File: config.mk
export PLATFORM = sky130hd
export DESIGN_NAME = utf8_caseless_substring_match
export DESIGN_NICKNAME = d
export VERILOG_FILES = /design/src/rtl/core/ucsm_pkg.sv /design/src/rtl/core/ucsm_seq.sv /design/src/rtl/core/ucsm_cell.sv /design/src/rtl/core/utf8_caseless_substring_match.sv
export VERILOG_INCLUDE_DIRS = /design/src /design/src/rtl/core
export SDC_FILE = /design/constraint.sdc
export NUM_CORES = 1
export LEC_CHECK = 0
export BUFFER_PORTS_ARGS = -buffer_cell sky130_fd_sc_hd__buf_4
export CAP_MARGIN = 10
export CORE_MARGIN = 1
export CORE_UTILIZATION = 50
export CTS_CLUSTER_SIZE = 10
export DETAILED_ROUTE_END_ITERATION = 10
export PLACE_DENSITY = 0.76
export SYNTH_ARGS = -nofsm -noshare
export SYNTH_HDL_FRONTEND = slang
export SYNTH_SLANG_ARGS = --single-unit
File: constraint.sdc
create_clock -name clk -period 6.5 [get_ports clk]
set_clock_uncertainty 0.2 [all_clocks]
set_input_delay 1.625 -clock clk [delete_from_list [all_inputs] [get_ports clk]]
set_output_delay 1.625 -clock clk [all_outputs]
set_load 0.02 [all_outputs]
File: src/rtl/core/utf8_caseless_substring_match_macros.svh
// Assertion macros shared by the caseless UTF-8 substring matcher.
`ifndef UTF8_CASELESS_SUBSTRING_MATCH_MACROS_SVH
`define UTF8_CASELESS_SUBSTRING_MATCH_MACROS_SVH

// Same-cycle implication, disabled while reset is high.
`define UCSM_ASSERT_NOW(lbl, clk, rst, ante, cons) \
  lbl: assert property (@(posedge clk) disable iff (rst) (ante) |-> (cons)) \
    else $error("ucsm check failed");

// Next-cycle implication, disabled while reset is high.
`define UCSM_ASSERT_NEXT(lbl, clk, rst, ante, cons) \
  lbl: assert property (@(posedge clk) disable iff (rst) (ante) |=> (cons)) \
    else $error("ucsm check failed");

`endif

File: src/rtl/core/ucsm_pkg.sv
// Shared types, constants and the case folding function of the matcher.
package ucsm_pkg;

  localparam int POINT_W = 21;
  localparam int BYTE_W  = 8;

  typedef logic [POINT_W-1:0] point_t;
  typedef logic [BYTE_W-1:0]  byte_t;

  // Folding ranges.
  localparam point_t UPPER_A      = 21'h000041;
  localparam point_t UPPER_Z      = 21'h00005A;
  localparam point_t CYR_FIRST    = 21'h000410;
  localparam point_t CYR_LAST     = 21'h00042F;
  localparam point_t CYR_IO_UPPER = 21'h000401;
  localparam point_t CYR_IO_LOWER = 21'h000451;
  localparam point_t CASE_OFFSET  = 21'h000020;

  // Control from the decode sequencer to the cell row and result logic.
  typedef struct packed {
    logic   emit;          // a code point is on the stream this cycle
    logic   to_hay;        // 1: haystack point, 0: needle point
    point_t point;         // folded code point
    logic   clear_hay;     // clear partial matches and the found flag
    logic   new_needle;    // start an empty needle
    logic   close_needle;  // the needle is complete
    logic   finish;        // haystack done, capture the result
  } ucsm_ctl_t;

  // Lower-case fold of one code point.
  function automatic point_t lower_point(input point_t c);
    point_t r;
    r = c;
    if (c >= UPPER_A && c <= UPPER_Z) begin
      r = c + CASE_OFFSET;
    end else if (c >= CYR_FIRST && c <= CYR_LAST) begin
      r = c + CASE_OFFSET;
    end else if (c == CYR_IO_UPPER) begin
      r = CYR_IO_LOWER;
    end
    return r;
  endfunction

endpackage

File: src/rtl/core/ucsm_seq.sv
// Request sequencer and UTF-8 decoder that emits at most one folded code point per cycle.
module ucsm_seq (
  input  logic                clk,
  input  logic                rst,
  input  logic                start,
  input  logic                op,
  input  ucsm_pkg::byte_t     data_byte,
  input  logic                has_byte,
  input  logic                last,
  input  logic                needle_open,
  output logic                busy,
  output ucsm_pkg::ucsm_ctl_t ctl
);
  import ucsm_pkg::*;

  localparam logic [1:0] ST_IDLE  = 2'd0;
  localparam logic [1:0] ST_BYTE  = 2'd1;
  localparam logic [1:0] ST_FLUSH = 2'd2;

  // What follows once the held bytes are flushed.
  localparam logic [1:0] AFT_CLOSE = 2'd0;
  localparam logic [1:0] AFT_BYTE  = 2'd1;
  localparam logic [1:0] AFT_LAST  = 2'd2;

  localparam byte_t CONT_MASK  = 8'hC0;
  localparam byte_t CONT_CODE  = 8'h80;
  localparam byte_t LEAD2_MASK = 8'hE0;
  localparam byte_t LEAD2_CODE = 8'hC0;
  localparam byte_t LEAD3_MASK = 8'hF0;
  localparam byte_t LEAD3_CODE = 8'hE0;
  localparam byte_t LEAD4_MASK = 8'hF8;
  localparam byte_t LEAD4_CODE = 8'hF0;

  logic [1:0] state, state_next;
  logic [1:0] after, after_next;
  logic       lat_op, lat_has, lat_last;
  byte_t      lat_byte;
  byte_t      pend [3];
  byte_t      pend_next [3];
  logic [1:0] pcount, pcount_next;
  logic [1:0] ecount, ecount_next;
  logic [1:0] fidx, fidx_next;
  point_t     raw_point;
  point_t     assembled;
  byte_t      flush_byte;
  logic       is_cont;

  assign busy    = (state != ST_IDLE);
  assign is_cont = ((lat_byte & CONT_MASK) == CONT_CODE);

  // Code point from the held lead and continuation bytes plus the current byte.
  always_comb begin
    unique case (ecount)
      2'd1:    assembled = {10'd0, pend[0][4:0], lat_byte[5:0]};
      2'd2:    assembled = {5'd0, pend[0][3:0], pend[1][5:0], lat_byte[5:0]};
      2'd3:    assembled = {pend[0][2:0], pend[1][5:0], pend[2][5:0], lat_byte[5:0]};
      default: assembled = '0;
    endcase
  end

  // Held byte selected by the flush index.
  always_comb begin
    unique case (fidx)
      2'd0:    flush_byte = pend[0];
      2'd1:    flush_byte = pend[1];
      default: flush_byte = pend[2];
    endcase
  end

  // Sequencer: one decode step per cycle.
  always_comb begin
    state_next  = state;
    after_next  = after;
    pend_next   = pend;
    pcount_next = pcount;
    ecount_next = ecount;
    fidx_next   = fidx;
    raw_point   = '0;
    ctl         = '0;

    unique case (state)
      ST_IDLE: begin
        if (start) begin
          // A needle request with no open needle starts a fresh one.
          if (!op && !needle_open) begin
            ctl.new_needle = 1'b1;
            ctl.clear_hay  = 1'b1;
            pcount_next    = 2'd0;
            ecount_next    = 2'd0;
          end
          if (op && (has_byte || last) && needle_open) begin
            state_next = ST_FLUSH;
            after_next = AFT_CLOSE;
            fidx_next  = 2'd0;
          end else if (!(op && !has_byte && !last)) begin
            state_next = ST_BYTE;
          end
        end
      end

      ST_BYTE: begin
        state_next = lat_last ? ST_FLUSH : ST_IDLE;
        after_next = AFT_LAST;
        fidx_next  = 2'd0;
        if (lat_has) begin
          if (pcount != 2'd0) begin
            if (is_cont) begin
              if (pcount >= ecount) begin
                ctl.emit    = 1'b1;
                raw_point   = assembled;
                pcount_next = 2'd0;
                ecount_next = 2'd0;
              end else begin
                pend_next[pcount] = lat_byte;
                pcount_next       = pcount + 2'd1;
              end
            end else begin
              // Broken sequence: give the held bytes, then decode this byte again.
              state_next = ST_FLUSH;
              after_next = AFT_BYTE;
            end
          end else begin
            if (lat_byte[7] == 1'b0) begin
              ctl.emit  = 1'b1;
              raw_point = {13'd0, lat_byte};
            end else if ((lat_byte & LEAD2_MASK) == LEAD2_CODE) begin
              pend_next[0] = lat_byte;
              pcount_next  = 2'd1;
              ecount_next  = 2'd1;
            end else if ((lat_byte & LEAD3_MASK) == LEAD3_CODE) begin
              pend_next[0] = lat_byte;
              pcount_next  = 2'd1;
              ecount_next  = 2'd2;
            end else if ((lat_byte & LEAD4_MASK) == LEAD4_CODE) begin
              pend_next[0] = lat_byte;
              pcount_next  = 2'd1;
              ecount_next  = 2'd3;
            end else begin
              // Stray continuation or invalid lead stands as a raw point.
              ctl.emit  = 1'b1;
              raw_point = {13'd0, lat_byte};
            end
          end
        end
      end

      ST_FLUSH: begin
        if (fidx < pcount) begin
          ctl.emit  = 1'b1;
          raw_point = {13'd0, flush_byte};
          fidx_next = fidx + 2'd1;
        end else begin
          pcount_next = 2'd0;
          ecount_next = 2'd0;
          unique case (after)
            AFT_CLOSE: begin
              ctl.close_needle = 1'b1;
              ctl.clear_hay    = 1'b1;
              state_next       = ST_BYTE;
            end
            AFT_BYTE: begin
              state_next = ST_BYTE;
            end
            AFT_LAST: begin
              if (lat_op) begin
                ctl.finish = 1'b1;
              end else begin
                ctl.close_needle = 1'b1;
              end
              ctl.clear_hay = 1'b1;
              state_next    = ST_IDLE;
            end
            default: begin
              state_next = ST_IDLE;
            end
          endcase
        end
      end

      default: begin
        state_next = ST_IDLE;
      end
    endcase

    ctl.to_hay = (state == ST_FLUSH && after == AFT_CLOSE) ? 1'b0 : lat_op;
    ctl.point  = lower_point(raw_point);
  end

  // Control registers.
  always_ff @(posedge clk) begin
    if (rst) begin
      state  <= ST_IDLE;
      after  <= AFT_LAST;
      pcount <= 2'd0;
      ecount <= 2'd0;
      fidx   <= 2'd0;
    end else begin
      state  <= state_next;
      after  <= after_next;
      pcount <= pcount_next;
      ecount <= ecount_next;
      fidx   <= fidx_next;
    end
  end

  // Latched request and held bytes.
  always_ff @(posedge clk) begin
    if (start && !busy) begin
      lat_op   <= op;
      lat_byte <= data_byte;
      lat_has  <= has_byte;
      lat_last <= last;
    end
    pend <= pend_next;
  end

endmodule

File: src/rtl/core/ucsm_cell.sv
// One needle position: stored code point and its shift-and match bit.
module ucsm_cell (
  input  logic             clk,
  input  logic             rst,
  input  logic             clear,
  input  logic             wr_en,
  input  logic             hay_en,
  input  logic             active,
  input  ucsm_pkg::point_t point,
  input  logic             link_in,
  output logic             link_out
);
  import ucsm_pkg::*;

  point_t needle_point;
  logic   pm;

  assign link_out = pm;

  // Needle code point store.
  always_ff @(posedge clk) begin
    if (wr_en) begin
      needle_point <= point;
    end
  end

  // Match bit: the needle up to here ends at the latest haystack point.
  always_ff @(posedge clk) begin
    if (rst || clear) begin
      pm <= 1'b0;
    end else if (hay_en) begin
      pm <= active && link_in && (needle_point == point);
    end
  end

endmodule

File: src/rtl/core/utf8_caseless_substring_match.sv
// Top level of the caseless UTF-8 substring matcher.
//
//  Channel   Direction  Handshake               Payload
//  request   in         start & !busy           op, data_byte, has_byte, last
//  result    out        done (one-cycle strobe) match, needle_overflow
//
// A well-formed byte is accepted in the idle state, then decoded in the byte state.
// Held bytes given back at a string end or on closing a needle are emitted in order in the
// flush state; a broken sequence then decodes the current byte again in the byte state.
// The decoder sets the rate: at most one code point per cycle, no new request while busy.
// Reset is synchronous on rst and leaves an empty, closed needle.
// The result strobe is never stalled; a new request may be accepted while it shows.
module utf8_caseless_substring_match #(
  parameter int MAX_NEEDLE_POINTS = 32
) (
  input  logic            clk,
  input  logic            rst,
  input  logic            start,
  output logic            busy,
  input  logic            op,
  input  ucsm_pkg::byte_t data_byte,
  input  logic            has_byte,
  input  logic            last,
  output logic            done,
  output logic            match,
  output logic            needle_overflow
);
  import ucsm_pkg::*;
  `include "utf8_caseless_substring_match_macros.svh"

  localparam int LEN_W = $clog2(MAX_NEEDLE_POINTS + 1);

  ucsm_ctl_t                    ctl;
  logic [LEN_W-1:0]             len;
  logic                         too_long;
  logic                         needle_open;
  logic                         found;
  logic                         hay_en;
  logic                         hit;
  logic                         len_full;
  logic [MAX_NEEDLE_POINTS-1:0] pm_vec;
  logic [MAX_NEEDLE_POINTS-1:0] active_vec;
  logic [MAX_NEEDLE_POINTS-1:0] last_vec;

  // Decoder and request sequencer.
  ucsm_seq u_seq (
    .clk         (clk),
    .rst         (rst),
    .start       (start),
    .op          (op),
    .data_byte   (data_byte),
    .has_byte    (has_byte),
    .last        (last),
    .needle_open (needle_open),
    .busy        (busy),
    .ctl         (ctl)
  );

  assign len_full = (len == LEN_W'(MAX_NEEDLE_POINTS));
  assign hay_en   = ctl.emit && ctl.to_hay && !too_long && (len != '0);

  // Row of match cells; each passes its match bit to the next position.
  for (genvar i = 0; i < MAX_NEEDLE_POINTS; i++) begin : g_cell
    logic link_in;
    if (i == 0) begin : g_head
      assign link_in = 1'b1;
    end else begin : g_body
      assign link_in = pm_vec[i-1];
    end
    assign active_vec[i] = (len > LEN_W'(i));
    assign last_vec[i]   = (len == LEN_W'(i + 1));

    ucsm_cell u_cell (
      .clk      (clk),
      .rst      (rst),
      .clear    (ctl.clear_hay),
      .wr_en    (ctl.emit && !ctl.to_hay && (len == LEN_W'(i))),
      .hay_en   (hay_en),
      .active   (active_vec[i]),
      .point    (ctl.point),
      .link_in  (link_in),
      .link_out (pm_vec[i])
    );
  end

  // The whole needle ends at the latest haystack point.
  assign hit = |(pm_vec & last_vec);

  // Needle bookkeeping and found flag.
  always_ff @(posedge clk) begin
    if (rst) begin
      len         <= '0;
      too_long    <= 1'b0;
      needle_open <= 1'b0;
      found       <= 1'b0;
      done        <= 1'b0;
    end else begin
      done <= ctl.finish;
      if (ctl.new_needle) begin
        len         <= '0;
        too_long    <= 1'b0;
        needle_open <= 1'b1;
      end else if (ctl.emit && !ctl.to_hay) begin
        if (len_full) begin
          too_long <= 1'b1;
        end else begin
          len <= len + LEN_W'(1);
        end
      end
      if (ctl.close_needle) begin
        needle_open <= 1'b0;
      end
      found <= ctl.clear_hay ? 1'b0 : (found || hit);
    end
  end

  // Result payload.
  always_ff @(posedge clk) begin
    if (ctl.finish) begin
      match           <= !too_long && ((len == '0) || found || hit);
      needle_overflow <= too_long;
    end
  end

  `UCSM_ASSERT_NOW(a_overflow_no_match, clk, rst, done && needle_overflow, !match)
  `UCSM_ASSERT_NOW(a_done_after_work, clk, rst, done, $past(busy))
  `UCSM_ASSERT_NEXT(a_needle_grows, clk, rst,
      ctl.emit && !ctl.to_hay && !ctl.new_needle && !len_full,
      len == $past(len) + LEN_W'(1))
  `UCSM_ASSERT_NOW(a_no_match_past_end, clk, rst, 1'b1, (pm_vec & ~active_vec) == '0)

endmodule

## After elaboration in Yosys (flattened, before gate mapping)

Cells that the tools add are included.

- Word-level logic and storage cells: 456
- Output and inout bits: 4
- Latch bits: 0
- Memory bits (writable): 0
- Memories: 0
- Flip-flop bits (word level): 761
- ROM bits: 0

- Muxes and demuxes: 87
- Divide/modulo/power cells: 0
- Order comparisons: 40
- Reduce and logical (&&, ||, !) cells: 148
- Eq/ne operators: 90
- Add/subtract/negate cells: 4
- Bitwise logic cells: 4
- $mul: 0
- Shifts and indexed selects: 0

Operator list:

| kind | count |
|---|---|
| 21-bit == test | 32 |
| 21-bit 2-to-1 mux | 10 |
| 1-bit logical AND | 110 |
| 6-bit by 5-bit == test with 1-bit output (second input constant) | 16 |
| 6-bit by 5-bit > comparator with 1-bit output (second input constant) | 16 |
| 2-bit 2-to-1 mux | 37 |
| 8-bit 2-to-1 mux | 8 |
| 21-bit case mux with 3 select lines | 1 |
| 6-bit by 4-bit == test with 1-bit output (second input constant) | 8 |
| 6-bit by 4-bit > comparator with 1-bit output (second input constant) | 8 |
| 24-bit 2-to-1 mux | 2 |
| 21-bit case mux with 2 select lines | 1 |
| 32-bit bitwise AND | 1 |
| 32-bit OR reduction | 1 |
| 24-bit bitwise mux | 1 |
| 6-bit by 3-bit == test with 1-bit output (second input constant) | 4 |
| 6-bit by 3-bit > comparator with 1-bit output (second input constant) | 4 |
| 2-bit case mux with 3 select lines | 4 |
| 21-bit by 6-bit adder with 21-bit output (second input constant) | 1 |
| 21-bit by 11-bit == test with 1-bit output (second input constant) | 1 |
| 21-bit by 11-bit >= comparator with 1-bit output (second input constant) | 1 |
| 21-bit by 7-bit >= comparator with 1-bit output (second input constant) | 1 |
| 21-bit by 11-bit less-or-equal comparator with 1-bit output (second input constant) | 1 |
| 21-bit by 7-bit less-or-equal comparator with 1-bit output (second input constant) | 1 |
| other kinds (45) | 103 |

## Depth between registers and ports, before layout

Gate-level depths: netlist of run 1.

- Depth in word-level cells: 14
- Gate-level depth with buffers: 22
- Depth with buffers taken out: 18

## Cells and area by module

Synthesis of run 1 repeated with hierarchy kept, for this count alone.

- Cell total of the unflattened synthesis: 2277
- Area, all modules: 33530.9 um^2

Modules (own cells, without submodules):

| module | area each (um^2) | times used | cells an instance |
|---|---|---|---|
| ucsm_cell | 903.4 | 32 | 54 |
| ucsm_seq | 3101.7 | 1 | 329 |
| utf8_caseless_substring_match | 1521.5 | 1 | 220 |

## Worst setup path before layout of run 1

OpenSTA, ideal clock, no wires.

- Kind: reg-to-reg
- Start: reg u_seq.pcount[0]
- End: reg g_cell[1].u_cell.pm
- Path buffers: 3
- Cell stages (with the launch flop): 20
- Data arrival time: 5229 ps
- Clock period less this slack: 5546 ps
- Data required time: 6183 ps
- Setup slack: 954 ps
- Cells stage by stage: dfxtp_1 -> inv_1 -> ha_1 -> nand2b_1 -> a21o_1 -> a41o_1 -> o21ai_1 -> clkbuf_1 -> buf_2 -> buf_1 -> ha_1 -> nand3b_1 -> a2bb2oi_1 -> a41oi_1 -> a211o_1 -> and3b_4 -> nor2_4 -> xnor2_1 -> xnor2_1 -> a22o_1

RTL lines:

| item | line | source |
|---|---|---|
| from (decl) | ucsm_seq.sv:40 | `logic [1:0] pcount, pcount_next;` |
| from (signal assigned) | ucsm_seq.sv:200 | `pcount <= pcount_next;` |
| to (signal assigned) | ucsm_cell.sv:32 | `pm <= active && link_in && (needle_point == point);` |
| to (decl) | ucsm_cell.sv:16 | `logic pm;` |

## Worst setup path in the final report of run 1

- Start: reg u_seq.ecount[1]
- End: reg g_cell[22].u_cell.pm

- Word-level cells in the longest chain between the ends: 13
- Elaborated cells on any way between the ends: 31
- Classes of those cells: 1 x add/sub; 5 x order compare; 5 x eq/ne; 14 x mux; 6 x reduce/logical

Ends and longest elaborated chain:

| item | line | source |
|---|---|---|
| from (decl) | ucsm_seq.sv:41 | `logic [1:0] ecount, ecount_next;` |
| from (signal assigned) | ucsm_seq.sv:201 | `ecount <= ecount_next;` |
| 2-bit == test or 2-bit by 1-bit == test with 1-bit output (tied branches) | ucsm_seq.sv:53 | `unique case (ecount)` |
| 21-bit case mux with 3 select lines | ucsm_seq.sv:53 |  |
| 21-bit 2-to-1 mux | ucsm_seq.sv:108 | `if (pcount >= ecount) begin` |
| 21-bit 2-to-1 mux | ucsm_seq.sv:107 | `if (is_cont) begin` |
| 21-bit 2-to-1 mux | ucsm_seq.sv:106 | `if (pcount != 2'd0) begin` |
| 21-bit 2-to-1 mux | ucsm_seq.sv:105 | `if (lat_has) begin` |
| 21-bit case mux with 2 select lines | ucsm_seq.sv:81 | `unique case (state)` |
| 21-bit by 11-bit >= comparator with 1-bit output (tied with other cells) | ucsm_pkg.sv:36 | `end else if (c >= CYR_FIRST && c <= CYR_LAST) begin` |
| 1-bit logical AND or 21-bit 2-to-1 mux (tied branches) | ucsm_pkg.sv:36, ucsm_pkg.sv:38 |  |
| 21-bit 2-to-1 mux | ucsm_pkg.sv:36 |  |
| 21-bit 2-to-1 mux | ucsm_pkg.sv:34 | `if (c >= UPPER_A && c <= UPPER_Z) begin` |
| 21-bit == test | ucsm_cell.sv:32 |  |
| 1-bit logical AND | ucsm_cell.sv:32 |  |
| to (signal assigned) | ucsm_cell.sv:32 |  |
| to (decl) | ucsm_cell.sv:16 |  |

Parallel ways exist; a longest one is shown, timed or not.
A chain may end at the register's enable or synchronous reset.

==> metrics.cfg, run 1 <==
[sta]
maxSlewHeadroom_pct=17.8
timing_hold_violations_final=0
rsz_0062_raised_after_global_routing=no
min_period_over_period_pct=91.5
post-route-worst-setup-slack_ns=0.552
tightestPinTransition_ns=1.23
timing.final.crit_period_ns=5.95
fin_hold_ws_ns=0.303
fin_tns_setup_ns=0
final-max-slew-violation-count=0
maxClockFrequency_mhz=168
final-setup-viol-count=0

[worst_setup_path]
critical_path.slowest_cell=sky130_fd_sc_hd__nor3_1
critical-path-top-delay-family=simple AND/OR/NAND/NOR gates
timing.critical_path.cells=inv_1 > ha_1 > a21o_1 > buf_4 > a311o_1 > and2_1 > or4_1 > a311o_1 > and3b_4 > nor3_1 > buf_4 > mux2i_1 > o221ai_1 > o21ai_0
critPathMaxFanout=15
ff2ff_setup_slack_ns=0.55
worstReg2RegEnd=g_cell[22].u_cell.link_out
crit_cells=14
crit_arrival_ns=6.29
worst_reg_to_reg_cells=14
cp.required_ns=6.84
critPathLaunchType=register
max_stage_delay_ns=0.85
critical_path_capture_point_type=register
critical_path_class=reg -> reg
worst_r2r_startpoint=u_seq.ecount[1]
critical_path.endpoint=g_cell[22].u_cell.link_out
critical_path.startpoint=u_seq.ecount[1]
critPathBufInv=3

[place]
dpl-instance-area_um2=37000
routabilityCongestion=1.08
detailedPlace.worstSlack_ns=0.779
placement.io_buffers=17
detailed_place_hpwl_um=74300

[job]
drv.max_cap_violation_count=0

[grt]
grt_antenna_before_repair=2
global_route.overflow_total=0
global_route_wire_length_before_repair_um=164000
grt_util_all_layers_pct=32.2
grt_start_max_net_pins=62
grt_pass1_vias=23418

[synth]
ys_async_sr_fraction_pct=0
synth.net_count=2670
yosys_cell_types=95
synth.area.top_cells=sky130_fd_sc_hd__edfxtp_1 61%, sky130_fd_sc_hd__xnor2_1 10%, sky130_fd_sc_hd__xor2_1 3.8%
yosys_warnings=0
synth_top_area_share_pct=60.7
synth_seq_cells=761
syn_avg_cell_area_um2=13.3
number_of_synthesized_flops_with_an_enable_pin=709
synth-seq-area-share_pct=63.7
ys_flop_type=sky130_fd_sc_hd__edfxtp_1
synthesis.instances=2635
yosys.area.top_type=sky130_fd_sc_hd__edfxtp_1
syn-cell-area_um2=35100

[drt]
antenna_left=0
drcViolationCount=0
wl_per_cell_um=30.5
initialDrtViolationCount=3037
route.detailed.vias_per_inst=6.44
vias=24128
drtPass1Iterations=6
routed_wirelength_um=114000

[floorplanning]
placementRows=96
die_area_um2=71200
die-width_um=267
start_util_pct=50.9
placeableCoreArea_um2=68900
floorplan.io_pins=18
die_height_um=267

[clock_tree]
clkTransAtPathRegs_ns=0.06
clkLatencyLatePin_ns=0.66
cts_made_buffers=88
post_cts_setup_repair_bufs=0
numClockSinks=761
clock_path_buffers=3
clock_tree_from_tritoncts=yes
htree_num_levels=3
holdBufCountCts=0
clockRootBuffer=sky130_fd_sc_hd__clkbuf_16
cts_resized=0

[final_layout]
design.final.nets=2783
layout-area-overhead-vs-synth_pct=13.1
post-route-cell-area_um2=39700
antenna_cells_inserted=0
finish.utilization_pct=57.5
drive_gt1_share_pct=11.9

[outcome]
outcome=complete, no violations

[power_and_ir_drop]
static-leakage-power_nw=12.9
peakVddDrop_uv=209
power_per_cell_area_nw_per_um2=262

[hold_path]
min-delay-path-class=reg -> reg

sequential cells by signal, summed over array words and instances (netlist names), 2 cells and up:
signal	flops
u_seq.pcount	2
u_seq.fidx	2
u_seq.ecount	2
u_seq.pend	24
len	6
g_cell.u_cell.link_out	32
u_seq.lat_byte	8
g_cell.u_cell.needle_point	672
u_seq.after	2
u_seq.state	2
power by group:
| group | total [mW] | switching (mW) | internal (mW) |
|---|---|---|---|
| Sequential | 5.35 | 0.0305 | 5.32 |
| Clock | 4.62 | 1.97 | 2.65 |
| Combinational | 0.409 | 0.286 | 0.123 |
| Total | 10.4 | 2.29 | 8.09 |
layer usage:
| metal | vias up | part of all wire (%) | track usage [%] |
|---|---|---|---|
| met5 | - | 0.030 | 0 |
| met4 | 4 | 3.9 | 11.6 |
| met3 | 274 | 9.9 | 5.90 |
| met2 | 1445 | 47 | 51.9 |
| met1 | 12209 | 39 | 43.6 |
| li1 | 10196 | - | - |
layout make-up:
type	count	area [µm²]
clock buffers	142	2430
flip-flops and latches	761	22300
multi-input cells	1705	12200
well taps	931	1160
clock inverters	13	205
repair buffers	144	1140
inverters	48	180
fillers	5504	29300
cells in the final DEF (no fill, tap or decap), types with 9 or more instances in the layout:
cell type	count
sky130_fd_sc_hd__edfxtp_1	709
sky130_fd_sc_hd__xnor2_1	400
sky130_fd_sc_hd__xor2_1	153
sky130_fd_sc_hd__buf_4	139
sky130_fd_sc_hd__nand2_1	122
sky130_fd_sc_hd__nor2_1	121
sky130_fd_sc_hd__o21ai_0	105
sky130_fd_sc_hd__clkbuf_16	88
sky130_fd_sc_hd__a21oi_1	87
sky130_fd_sc_hd__nand4_1	65
sky130_fd_sc_hd__nor4_1	60
sky130_fd_sc_hd__dfxtp_1	52
sky130_fd_sc_hd__nor3_1	51
sky130_fd_sc_hd__clkbuf_1	51
sky130_fd_sc_hd__o2111ai_1	47
sky130_fd_sc_hd__nand3_1	45
sky130_fd_sc_hd__inv_1	36
sky130_fd_sc_hd__a2111oi_0	27
sky130_fd_sc_hd__o211ai_1	21
sky130_fd_sc_hd__ha_1	21
sky130_fd_sc_hd__a31oi_1	19
sky130_fd_sc_hd__nor2_2	18
sky130_fd_sc_hd__mux2i_1	18
sky130_fd_sc_hd__and3_1	18
sky130_fd_sc_hd__a211oi_1	17
sky130_fd_sc_hd__and2_1	15
sky130_fd_sc_hd__nand2b_1	14
sky130_fd_sc_hd__a221oi_1	14
sky130_fd_sc_hd__a22o_1	14
sky130_fd_sc_hd__mux2_2	13
sky130_fd_sc_hd__o22ai_1	12
sky130_fd_sc_hd__a22oi_1	11
sky130_fd_sc_hd__inv_2	10
sky130_fd_sc_hd__nor2b_1	10
sky130_fd_sc_hd__or3_1	10
sky130_fd_sc_hd__o221ai_1	9
sky130_fd_sc_hd__o31ai_1	9
sky130_fd_sc_hd__o21ai_1	9
synth_stat cells, drive strengths merged, types with 21 or more instances:
cell type	n
nand3	46
o211ai	21
nand2	127
ha	21
inv	41
buf	57
a21oi	90
a2111oi	29
xor2	153
nor3	57
a31oi	21
dfxtp	52
o2111ai	47
nor2	142
edfxtp	709
xnor2	401
o21ai	117
clkbuf	64
nor4	61
nand4	66
tightest hold or removal path, cell delays in order (launching register included):
cell	delay, ns
sky130_fd_sc_hd__dfxtp_1	0.34
sky130_fd_sc_hd__nand2_1	0.06
sky130_fd_sc_hd__a21oi_1	0.05
kinds of logic after synthesis:
group,share of synthesized area (%)
xor+xnor,13.9
buf+inv,2.02
fa+ha+maj,0.749
mux,1.06
simple gates,9.00
compound gates,9.59
flops,63.7
per-stage QoR:
step / std cells / total power [mW]
finish: 3744 / 10.4
global route: 3744 / 10.6
CTS: 3744 / 10.4
detailed placement: 3589 / 5.85
global placement: 3589 / 5.84
floorplan: 2635 / 5.69
worst min path at each step:
stage	start	end	slack [ns]	cells after the start
5_1_grt	g_cell[28].u_cell.link_out	g_cell[28].u_cell.link_out	0.31	2
2_1_floorplan	g_cell[19].u_cell.link_out	g_cell[19].u_cell.link_out	0.23	2
3_5_place_dp	g_cell[28].u_cell.link_out	g_cell[28].u_cell.link_out	0.29	2
6_report	u_seq.state[0]	u_seq.state[0]	0.30	2
3_3_place_gp	u_seq.state[0]	u_seq.state[0]	0.28	2
4_1_cts	g_cell[28].u_cell.link_out	g_cell[28].u_cell.link_out	0.30	2
(Power assumes the default switching activity.)
==> run 2, diff against run 1 <==
--- a/config.mk
+++ b/config.mk
@@ -13,6 +13,7 @@
 export CTS_CLUSTER_SIZE = 10
 export DETAILED_ROUTE_END_ITERATION = 10
 export PLACE_DENSITY = 0.76
+export RECOVER_POWER = 50
 export SYNTH_ARGS = -nofsm -noshare
 export SYNTH_HDL_FRONTEND = slang
 export SYNTH_SLANG_ARGS = --single-unit
==> metrics.cfg, run 2 (synthesized netlist as in run 1, its figures left out) <==
[final_layout]
design.final.nets=2783
antenna_cells_inserted=0
layout-area-overhead-vs-synth_pct=12.5
layout_common_cells=709 x sky130_fd_sc_hd__edfxtp_1, 400 x sky130_fd_sc_hd__xnor2_1, 153 x sky130_fd_sc_hd__xor2_1
largest_register_ffs=672
fillers=5551
drive_gt1_share_pct=10.0
area.sequential_um2=22300
multi_input_comb_area_um2=12100
largest_register=g_cell.u_cell.needle_point
finish.utilization_pct=57.2
mostFrequentLayoutCell=sky130_fd_sc_hd__edfxtp_1

[worst_setup_path]
max_stage_delay_ns=0.86
critPathMaxFanout=15
ff2ff_setup_slack_ns=0.30
worst_reg_to_reg_cells=14
critical_path_class=reg -> reg
timing.critical_path.cells=inv_1 > ha_1 > a211oi_2 > nor3_2 > a31oi_1 > clkbuf_1 > nor2_1 > a311o_1 > and3b_4 > nor3_1 > buf_4 > mux2i_1 > o221ai_1 > o21ai_0
critical_path.slowest_cell=sky130_fd_sc_hd__nor3_1
worstReg2RegEnd=g_cell[22].u_cell.link_out
crit_arrival_ns=6.54
critPathLaunchType=register
worst_r2r_startpoint=u_seq.ecount[1]
critical_path_capture_point_type=register
cp.required_ns=6.84

[sta]
tightestPinTransition_ns=2.93
final-max-slew-violation-count=360
maxSlewHeadroom_pct=-95.2
maxClockFrequency_mhz=161
timing_hold_violations_final=0
timing.final.crit_period_ns=6.20
fin_tns_setup_ns=0
rsz_0062_raised_after_global_routing=no
final-setup-viol-count=0
min_period_over_period_pct=95.4

[floorplanning]
die_height_um=267
start_util_pct=50.9
placeableCoreArea_um2=68900
floorplan.io_pins=18
die-width_um=267
placementRows=96
die_area_um2=71200

[power_and_ir_drop]
cellInternalPower_mw=8.09
peakVddDrop_uv=210
power_per_cell_area_nw_per_um2=263
combPwrFrac_pct=3.9
static-leakage-power_nw=12.7
p_switching_mw=2.28
p_sw_share_pct=22.0
clock_power_share_pct=44.5
power.share.sequential_pct=51.6

[clock_tree]
clock_tree_from_tritoncts=yes
holdBufCountCts=0
cts_resized=0
htree_num_levels=3
clock_path_buffers=3
clockRootBuffer=sky130_fd_sc_hd__clkbuf_16
clkLatencyLatePin_ns=0.66
cts_made_buffers=88
post_cts_setup_repair_bufs=0
clkTransAtPathRegs_ns=0.06
numClockSinks=761

[drt]
drcViolationCount=0
vias=24064
route.detailed.vias_per_inst=6.43
initialDrtViolationCount=3061
routed_wirelength_um=114000
wl_per_cell_um=30.5
drtPass1Iterations=6
antenna_left=0

[outcome]
outcome=finished, violations left
violated_checks=max-capacitance violations, max-slew violations

[grt]
grt_util_all_layers_pct=32.2
grt_pass1_vias=23418
global_route.overflow_total=0
grt_antenna_before_repair=3
grt_start_max_net_pins=62
global_route_wire_length_before_repair_um=164000

[place]
routabilityCongestion=1.08
detailed_place_hpwl_um=74300
placement.io_buffers=17

[hold_path]
hold_end=g_cell[28].u_cell.link_out
hold_depth=2
min-delay-path-class=reg -> reg
hold_start=g_cell[28].u_cell.link_out

[job]
drv.max_cap_violation_count=14

## run 2: final cells by class
| cell class | count | share of cell area, % |
|---|---|---|
| Clock buffer | 142 | 6.17 |
| Clock inverter | 13 | 0.520 |
| Inverter | 48 | 0.457 |
| Multi-Input combinational cell | 1705 | 30.8 |
| Sequential cell | 761 | 56.6 |
| Tap cell | 931 | 2.95 |
| Timing Repair Buffer | 144 | 2.56 |
## run 2: power groups by stage
stage | clock, mW | sequential [mW] | combinational, mW
floorplan | 0 | 5.44 | 0.250
global placement | 0 | 5.45 | 0.393
detailed placement | 0 | 5.45 | 0.396
CTS | 4.66 | 5.35 | 0.399
global route | 4.82 | 5.35 | 0.422
finish | 4.61 | 5.35 | 0.402
## run 2: how the worst max path moves through the flow
stage                               start                         end  cells after the start
after floorplan           u_seq.pcount[0]   g_cell[1].u_cell.link_out                     19
after global placement      u_seq.fidx[0]  g_cell[22].u_cell.link_out                     17
after detailed placement  u_seq.ecount[1]  g_cell[22].u_cell.link_out                     16
after CTS                   u_seq.fidx[0]  g_cell[22].u_cell.link_out                     17
after global routing      u_seq.ecount[1]  g_cell[25].u_cell.link_out                     15
final                     u_seq.ecount[1]  g_cell[22].u_cell.link_out                     14
## run 2: layer usage
metal | vias up | track usage, % | part of all wire, %
met5 | - | 0 | 0.024
li1 | 10180 | - | -
met3 | 279 | 5.90 | 10
met2 | 1495 | 51.9 | 47
met4 | 4 | 11.6 | 3.9
met1 | 12106 | 43.6 | 39
## run 2: critical path: cells and delay by family (launching register included)
family	cells	cell delay (ns)
DFF	1	0.71
buffers and inverters	3	1.42
muxes	1	0.12
adders and majority gates	1	0.40
and+or+nand+nor	4	1.50
AOI/OAI and AO/OA	5	1.69
## run 2: stage by stage
step                setup WS (ns)  area (µm²)  total power [mW]  hold slack, ns  std cells
global route                0.204       39500              10.6           0.312       3744
global placement            0.822       37000              5.84           0.281       3589
floorplan                   0.954       35100              5.69           0.235       2635
detailed placement          0.779       37000              5.85           0.291       3589
finish                      0.299       39500              10.4           0.302       3744
CTS                         0.760       39700              10.4           0.302       3744
